==> src/design/lmg_pkg.sv <==
// Shared types and constants for the multistream Lehmer generator.
`timescale 1ns / 1ps

package lmg_pkg;

   localparam int VALUE_W  = 31;
   localparam int STREAM_W = 4;
   localparam int CNT_W    = 33;

   localparam logic KIND_DRAW   = 1'b0;
   localparam logic KIND_RESEED = 1'b1;

   typedef logic [VALUE_W-1:0] value_type;
   typedef logic [CNT_W-1:0]   count_type;

   localparam value_type LEHMER_P  = 31'h7FFF_FFFF;
   localparam value_type LEHMER_A  = 31'd16807;
   localparam count_type SEED_STEP = 33'd1000000;

   typedef struct packed {
      logic      start;
      value_type a;
      value_type b;
   } mul_req_type;

   typedef struct packed {
      logic      done;
      value_type value;
   } mul_rsp_type;

endpackage

==> src/design/lmg_mulmod.sv <==
// Shared modular multiplier, modulus 2^31-1.
`timescale 1ns / 1ps

module lmg_mulmod
   import lmg_pkg::*;
(
   input  logic        clock,
   input  logic        reset,
   input  mul_req_type req,
   output mul_rsp_type rsp
);

   logic [2*VALUE_W-1:0] prod_ff;
   logic                 stage_ff;
   logic                 done_ff;
   value_type            res_ff;

   logic [VALUE_W:0] fold1;
   logic [VALUE_W:0] fold2;
   value_type        res_in;

   // Mersenne fold twice, then one conditional subtract
   always_comb begin
      fold1 = {1'b0, prod_ff[VALUE_W-1:0]} + {1'b0, prod_ff[2*VALUE_W-1:VALUE_W]};
      fold2 = {1'b0, fold1[VALUE_W-1:0]} + {{VALUE_W{1'b0}}, fold1[VALUE_W]};
      if (fold2 >= {1'b0, LEHMER_P}) begin
         res_in = VALUE_W'(fold2 - {1'b0, LEHMER_P});
      end else begin
         res_in = fold2[VALUE_W-1:0];
      end
   end

   always_ff @(posedge clock) begin
      if (reset) begin
         stage_ff <= 1'b0;
         done_ff  <= 1'b0;
      end else begin
         stage_ff <= req.start;
         done_ff  <= stage_ff;
      end
      if (req.start) begin
         prod_ff <= req.a * req.b;
      end
      if (stage_ff) begin
         res_ff <= res_in;
      end
   end

   assign rsp.done  = done_ff;
   assign rsp.value = res_ff;

endmodule

==> src/design/lmg_state_mem.sv <==
// Stream state memory with registered read and per-entry valid bits.
`timescale 1ns / 1ps

module lmg_state_mem
   import lmg_pkg::*;
#(
   parameter int NUM_STREAMS = 15
) (
   input  logic                                          clock,
   input  logic                                          reset,
   input  logic [((NUM_STREAMS > 1) ? $clog2(NUM_STREAMS) : 1)-1:0] rd_addr,
   output value_type                                     rd_data,
   input  logic                                          wr_en,
   input  logic [((NUM_STREAMS > 1) ? $clog2(NUM_STREAMS) : 1)-1:0] wr_addr,
   input  value_type                                     wr_data
);

   value_type              mem_ff [NUM_STREAMS];
   logic [NUM_STREAMS-1:0] valid_ff;
   value_type              rd_data_ff;
   logic                   rd_valid_ff;

   always_ff @(posedge clock) begin
      if (wr_en) begin
         mem_ff[wr_addr] <= wr_data;
      end
      rd_data_ff <= mem_ff[rd_addr];
   end

   always_ff @(posedge clock) begin
      if (reset) begin
         valid_ff    <= '0;
         rd_valid_ff <= 1'b0;
      end else begin
         if (wr_en) begin
            valid_ff[wr_addr] <= 1'b1;
         end
         rd_valid_ff <= valid_ff[rd_addr];
      end
   end

   // unwritten entries read as the reset value, zero
   assign rd_data = rd_valid_ff ? rd_data_ff : '0;

endmodule

==> src/design/multistream_lehmer_generator.sv <==
// Multistream Lehmer generator: sequencer around one shared modular multiplier.
// Draw: one modular product, then write-back and strobe; next start taken in idle;
//   a draw on an out-of-range stream answers in the next cycle and stays ready.
// Reseed: per stream one square-and-multiply pass over the advance count, at most
//   65 modular products and one write per stream. Results are one-cycle strobes,
//   no backpressure.
// Synchronous reset clears all streams to zero and returns the sequencer to idle.
`timescale 1ns / 1ps

module multistream_lehmer_generator
   import lmg_pkg::*;
#(
   parameter int NUM_STREAMS = 15
) (
   input  logic                clock,
   input  logic                reset,
   input  logic                start,
   output logic                busy,
   input  logic                req_kind,
   input  logic [STREAM_W-1:0] req_stream,
   input  logic [VALUE_W-1:0]  req_seed_value,
   output logic                rsp_valid,
   output logic [VALUE_W-1:0]  rsp_value,
   output logic                rsp_reseeded
);

   localparam int AW = (NUM_STREAMS > 1) ? $clog2(NUM_STREAMS) : 1;
   localparam logic [AW-1:0] LAST_K = AW'(NUM_STREAMS - 1);

   typedef enum logic [2:0] {
      ST_IDLE,
      ST_DRAW_MUL,
      ST_DRAW_WAIT,
      ST_SEED_STEP,
      ST_SEED_MR,
      ST_SEED_SQ
   } state_type;

   state_type state_ff, state_in;
   logic [AW-1:0] k_ff, k_in;
   logic [AW-1:0] draw_addr_ff, draw_addr_in;
   count_type     n_ff, n_in;
   count_type     e_ff, e_in;
   count_type     inc_ff, inc_in;
   value_type     base_ff, base_in;
   value_type     r_ff, r_in;
   value_type     b_ff, b_in;
   logic          rsp_valid_ff, rsp_valid_in;
   value_type     rsp_value_ff, rsp_value_in;
   logic          rsp_reseeded_ff, rsp_reseeded_in;

   mul_req_type   mul_req;
   mul_rsp_type   mul_rsp;
   logic [AW-1:0] rd_addr;
   value_type     rd_data;
   logic          wr_en;
   logic [AW-1:0] wr_addr;
   value_type     wr_data;

   logic [AW+STREAM_W-1:0] idx_ext;
   logic                   idx_ok;
   value_type              seed_base;
   count_type              n_next;

   lmg_mulmod u_mulmod (
      .clock (clock),
      .reset (reset),
      .req   (mul_req),
      .rsp   (mul_rsp)
   );

   lmg_state_mem #(
      .NUM_STREAMS (NUM_STREAMS)
   ) u_state_mem (
      .clock   (clock),
      .reset   (reset),
      .rd_addr (rd_addr),
      .rd_data (rd_data),
      .wr_en   (wr_en),
      .wr_addr (wr_addr),
      .wr_data (wr_data)
   );

   assign idx_ext   = {{AW{1'b0}}, req_stream};
   assign idx_ok    = (32'(req_stream) < NUM_STREAMS);
   assign seed_base = (req_seed_value == LEHMER_P) ? '0 : req_seed_value;
   assign n_next    = n_ff + inc_ff;
   assign rd_addr   = idx_ok ? idx_ext[AW-1:0] : '0;

   always_comb begin
      state_in        = state_ff;
      k_in            = k_ff;
      draw_addr_in    = draw_addr_ff;
      n_in            = n_ff;
      e_in            = e_ff;
      inc_in          = inc_ff;
      base_in         = base_ff;
      r_in            = r_ff;
      b_in            = b_ff;
      rsp_valid_in    = 1'b0;
      rsp_value_in    = rsp_value_ff;
      rsp_reseeded_in = rsp_reseeded_ff;
      mul_req         = '0;
      wr_en           = 1'b0;
      wr_addr         = k_ff;
      wr_data         = r_ff;
      case (state_ff)
         ST_IDLE: begin
            if (start) begin
               if (req_kind == KIND_DRAW) begin
                  if (idx_ok) begin
                     draw_addr_in = idx_ext[AW-1:0];
                     state_in     = ST_DRAW_MUL;
                  end else begin
                     rsp_valid_in    = 1'b1;
                     rsp_value_in    = '0;
                     rsp_reseeded_in = 1'b0;
                  end
               end else begin
                  base_in  = seed_base;
                  r_in     = seed_base;
                  b_in     = LEHMER_A;
                  n_in     = {2'b00, req_seed_value};
                  e_in     = {2'b00, req_seed_value};
                  inc_in   = SEED_STEP;
                  k_in     = '0;
                  state_in = ST_SEED_STEP;
               end
            end
         end
         ST_DRAW_MUL: begin
            mul_req.start = 1'b1;
            mul_req.a     = LEHMER_A;
            mul_req.b     = rd_data;
            state_in      = ST_DRAW_WAIT;
         end
         ST_DRAW_WAIT: begin
            if (mul_rsp.done) begin
               wr_en           = 1'b1;
               wr_addr         = draw_addr_ff;
               wr_data         = mul_rsp.value;
               rsp_valid_in    = 1'b1;
               rsp_value_in    = mul_rsp.value;
               rsp_reseeded_in = 1'b0;
               state_in        = ST_IDLE;
            end
         end
         ST_SEED_STEP: begin
            if (e_ff == '0) begin
               wr_en = 1'b1;
               if (k_ff == LAST_K) begin
                  rsp_valid_in    = 1'b1;
                  rsp_value_in    = '0;
                  rsp_reseeded_in = 1'b1;
                  state_in        = ST_IDLE;
               end else begin
                  k_in   = k_ff + 1'b1;
                  n_in   = n_next;
                  e_in   = n_next;
                  inc_in = inc_ff + SEED_STEP;
                  r_in   = base_ff;
                  b_in   = LEHMER_A;
               end
            end else if (e_ff[0]) begin
               mul_req.start = 1'b1;
               mul_req.a     = r_ff;
               mul_req.b     = b_ff;
               state_in      = ST_SEED_MR;
            end else begin
               mul_req.start = 1'b1;
               mul_req.a     = b_ff;
               mul_req.b     = b_ff;
               state_in      = ST_SEED_SQ;
            end
         end
         ST_SEED_MR: begin
            if (mul_rsp.done) begin
               r_in     = mul_rsp.value;
               e_in     = {e_ff[CNT_W-1:1], 1'b0};
               state_in = ST_SEED_STEP;
            end
         end
         ST_SEED_SQ: begin
            if (mul_rsp.done) begin
               b_in     = mul_rsp.value;
               e_in     = {1'b0, e_ff[CNT_W-1:1]};
               state_in = ST_SEED_STEP;
            end
         end
         default: begin
            state_in = ST_IDLE;
         end
      endcase
   end

   always_ff @(posedge clock) begin
      if (reset) begin
         state_ff     <= ST_IDLE;
         rsp_valid_ff <= 1'b0;
      end else begin
         state_ff     <= state_in;
         rsp_valid_ff <= rsp_valid_in;
      end
      k_ff            <= k_in;
      draw_addr_ff    <= draw_addr_in;
      n_ff            <= n_in;
      e_ff            <= e_in;
      inc_ff          <= inc_in;
      base_ff         <= base_in;
      r_ff            <= r_in;
      b_ff            <= b_in;
      rsp_value_ff    <= rsp_value_in;
      rsp_reseeded_ff <= rsp_reseeded_in;
   end

   assign busy         = (state_ff != ST_IDLE);
   assign rsp_valid    = rsp_valid_ff;
   assign rsp_value    = rsp_value_ff;
   assign rsp_reseeded = rsp_reseeded_ff;

   a_fell_busy_responds: assert property (@(posedge clock) disable iff (reset)
      $fell(busy) |-> rsp_valid)
      else $error("sequencer left busy without a result beat");

   a_done_expected: assert property (@(posedge clock) disable iff (reset)
      mul_rsp.done |-> (state_ff == ST_DRAW_WAIT || state_ff == ST_SEED_MR ||
                        state_ff == ST_SEED_SQ))
      else $error("multiplier result arrived with no consumer");

   a_value_reduced: assert property (@(posedge clock) disable iff (reset)
      rsp_valid |-> (rsp_value != LEHMER_P))
      else $error("result beat not reduced modulo p");

   a_no_mul_overlap: assert property (@(posedge clock) disable iff (reset)
      mul_req.start |=> !mul_req.start)
      else $error("multiplier issued on consecutive cycles");

endmodule
==> config.mk <==
export PLATFORM = sky130hd
export DESIGN_NAME = multistream_lehmer_generator
export DESIGN_NICKNAME = d
export VERILOG_FILES = /design/src/design/lmg_pkg.sv /design/src/design/lmg_mulmod.sv /design/src/design/lmg_state_mem.sv /design/src/design/multistream_lehmer_generator.sv
export SDC_FILE = /design/constraint.sdc
export NUM_CORES = 2
export LEC_CHECK = 0
export ABC_CLOCK_PERIOD_IN_PS = 14700
export BUFFER_PORTS_ARGS = -buffer_cell sky130_fd_sc_hd__buf_2
export CAP_MARGIN = 20
export CORE_MARGIN = 10
export CORE_UTILIZATION = 55
export DETAILED_ROUTE_END_ITERATION = 8
export HOLD_SLACK_MARGIN = 0.1
export PLACE_DENSITY = 0.73
export SLEW_MARGIN = 20
export SYNTH_ARGS = -nofsm -noshare
export SYNTH_HDL_FRONTEND = slang
export SYNTH_SLANG_ARGS = --single-unit
==> constraint.sdc <==
create_clock -name clock -period 14.7 [get_ports clock]
set_input_delay 1.47 -clock clock [delete_from_list [all_inputs] [get_ports clock]]
set_output_delay 1.47 -clock clock [all_outputs]
set_load 0.005 [all_outputs]
==> impl_metrics.py <==
metrics = {
    "placed_design": {
        "dpl.hpwl_um": 148000,
        "place_area_um2": 70800,
        "numPortBuffers": 72,
        "globalplace.congestion": 0.959,
    },
    "synthesis": {
        "avgSynthCellArea_um2": 10.6,
        "synth-seq-cells": 837,
        "synth_area_leaders": "edfxtp_1 (34%), fa_1 (25%), ha_1 (5.8%)",
        "async_flop_share_pct": 0,
        "synth_edf_count": 784,
        "yosysMostFrequentCell": "inv_1",
        "syn-num-nets": 7651,
        "ys_types": 97,
        "yosysWarningCount": 0,
        "synth_seq_area_share_pct": 35.9,
        "synth.top_cell.area_share_pct": 34.4,
        "synth_area_leader_cell": "edfxtp_1",
        "synth_ff_type": "edfxtp_1",
        "synth_cells": 6455,
        "ys_top_cells_by_count": "inv_1 (840), fa_1 (839), nand2_1 (791)",
        "syn_area_um2": 68500,
    },
    "routing": {
        "wl_met2_um": 93100,
        "route.top_layer_used": "met5",
        "routed-wl-met3_um": 21400,
        "wl_per_cell_um": 25.3,
        "drt_pass1_iterations": 8,
        "drt-vias-per-instance": 6.13,
        "first_iter_violations": 5565,
        "antenna_left": 0,
        "num_vias": 49800,
        "wirelength_um": 205000,
        "drt-met1-wl_um": 75800,
        "drc_errors": 0,
    },
    "floorplanning": {
        "die_y_um": 373,
        "io_pins": 73,
        "die_x_um": 373,
        "dieArea_um2": 139000,
        "start_util_pct": 55.4,
        "fp.coreArea_um2": 124000,
        "rows": 129,
    },
    "layout": {
        "drive_gt1_share_pct": 7.62,
        "nets": 7597,
        "final_area_um2": 73700,
        "syn2layout_area_growth_pct": 7.61,
        "fillers": 10200,
    },
    "setup_path": {
        "crit_end": "u_mulmod.prod_ff[58]",
        "timing.critical_path.buf_inv": 7,
        "cp_common_cell": "fa_1",
        "critPathTopFamily": "adder cells",
        "path_max_fanout": 83,
        "crit_type": "reg2reg",
        "crit_start": "state_ff[1]",
        "max_stage_delay_ps": 860,
        "reg2reg_slack_ps": 2770,
        "end_kind": "flip-flop",
        "rr_startpoint": "state_ff[1]",
        "cp_slowest_cell": "nand2_1",
        "path_depth": 32,
        "required_ps": 15090,
        "cp-start-kind": "flip-flop",
        "r2r_cells": 32,
        "arrival_ps": 12320,
        "regToRegEndpoint": "u_mulmod.prod_ff[58]",
    },
    "clock_tree": {
        "cts_tree": "built",
        "root_buffer": "clkbuf_16",
        "cts_hold_buffers": 0,
        "clkLatencyLatePin_ps": 690,
        "post_cts_buffers": 0,
        "cts.sinks": 837,
        "ctsLongestPathBuffers": 3,
        "post_cts_resized": 0,
        "clk_pin_slew_ps": 60,
        "htree_num_levels": 3,
        "cts_buffers": 86,
    },
    "sta": {
        "period_minus_slack_ps": 11930,
        "finalHoldViolCount": 0,
        "drv_slew": 0,
        "period_share_pct": 81.2,
        "relSlewSlack_pct": 20.8,
        "fin_setup_tns_ps": 0,
        "rsz0062_at_grt": "false",
        "report.final.setup_viol": 0,
        "finClkSkew_ps": 45.8,
        "fmax_mhz": 83.8,
        "worstMarginPinSlew_ps": 1190,
    },
    "global_routing": {
        "antenna_found_initial": 5,
        "track_usage_pct": 29.0,
        "grt_pass1_vias": 50600,
        "grt_overflow": 0,
        "grt_max_degree": 84,
        "grt_pass1_wl_um": 310000,
    },
    "power_and_ir_drop": {
        "p_leak_nw": 31.3,
        "p_per_area_nw_per_um2": 134,
        "irDropWorstVdd_mv": 0.171,
    },
    "flow_run": {
        "max_cap_violations": 0,
    },
    "status": {
        "status": "completed",
    },
    "min_path": {
        "hp-class": "reg2reg",
    },
}
-- routing by layer --
layer	global-route usage (%)	vias to the layer above
met2	44.8	2861
met1	37.4	24900
met3	6.05	654
met4	17.7	4
li1	-	21400
met5	0	-
-- worst register-to-register path, delay by kind of cell, from the launching register on --
kind / cells / cell delay [ps]
compound gates: 9 / 2500
xor+xnor: 1 / 150
fa+ha+maj: 9 / 4420
buf+inv: 7 / 2140
flops: 1 / 310
simple gates: 6 / 2130
-- registers in the layout (all words and copies together) (netlist names) --
register / flops
b_ff: 31
rsp_valid: 1
base_ff: 31
r_ff: 31
u_state_mem.mem_ff: 465
u_state_mem.valid_ff: 15
inc_ff: 27
e_ff: 33
u_state_mem.rd_data_ff: 31
u_mulmod.prod_ff: 62
state_ff: 3
k_ff: 4
n_ff: 33
u_mulmod.stage_ff: 1
rsp_value: 31
u_mulmod.res_ff: 31
rsp_reseeded: 1
u_state_mem.rd_valid_ff: 1
u_mulmod.done_ff: 1
draw_addr_ff: 4
-- worst min path at each step --
stage / from / endpoint / cells after the start
final: u_state_mem.valid_ff[10] / u_state_mem.valid_ff[10] / 2
after global routing: u_state_mem.valid_ff[13] / u_state_mem.valid_ff[13] / 2
after CTS: u_state_mem.valid_ff[10] / u_state_mem.valid_ff[10] / 2
after detailed placement: u_state_mem.valid_ff[10] / u_state_mem.valid_ff[10] / 2
after global placement: u_state_mem.valid_ff[14] / u_state_mem.valid_ff[14] / 2
after floorplan: u_state_mem.valid_ff[14] / u_state_mem.valid_ff[14] / 2
-- layout by cell type, fill, tap and decap left out, drive strengths merged, types with 69 or more instances in the layout --
master / netlist / final
inv: 840 / 842
fa: 839 / 839
nand2: 791 / 791
edfxtp: 784 / 784
nor2: 780 / 780
ha: 318 / 318
o21ai: 256 / 256
buf: 25 / 208
mux2i: 177 / 177
a21oi: 159 / 159
clkbuf: 325 / 116
and3: 108 / 108
xnor2: 89 / 89
nand3: 87 / 87
a21o: 69 / 69
-- kinds of logic (layout without fill, tap and decap cells) --
group | count (synthesis) | count (layout) | synth area share, %
flip-flops | 837 | 837 | 35.9
AND/OR/NAND/NOR | 2036 | 2036 | 12.9
AO/OA/AOI/OAI | 848 | 848 | 8.32
multiplexers | 237 | 237 | 4.10
buffers and inverters | 1191 | 1209 | 6.54
XOR/XNOR | 149 | 149 | 1.91
other | 0 | 5 | 0
adder cells (fa/ha/maj) | 1157 | 1157 | 30.3
-- per-stage QoR --
step	total power [mW]	setup WS, ps	hold slack, ps	util, %	cells
5_1_grt	10.3	2210	504	59.6	8110
2_1_floorplan	6.12	5220	435	-	6455
6_report	9.91	2770	467	59.6	8115
4_1_cts	9.81	3050	470	59.6	8110
3_3_place_gp	7.55	3300	445	57.3	7950
3_5_place_dp	7.61	3100	457	57.3	7950
-- power by group --
part,switching (mW),internal [mW]
Combinational,2.87,1.23
Clock,0.943,1.24
Sequential,0.327,3.30
Total,4.14,5.77
-- cell type report --
cell class / instances / area [um2] / area share, %
antenna: 5 / 12.5 / 0.0170
clock buffer: 116 / 2360 / 3.21
clock inverter: 44 / 500 / 0.679
inverter: 841 / 3160 / 4.28
multi-input combinational: 4427 / 39600 / 53.8
sequential: 837 / 24600 / 33.4
tap: 1637 / 2050 / 2.78
timing repair buffer: 208 / 1390 / 1.89
(Power assumes the default switching activity.)
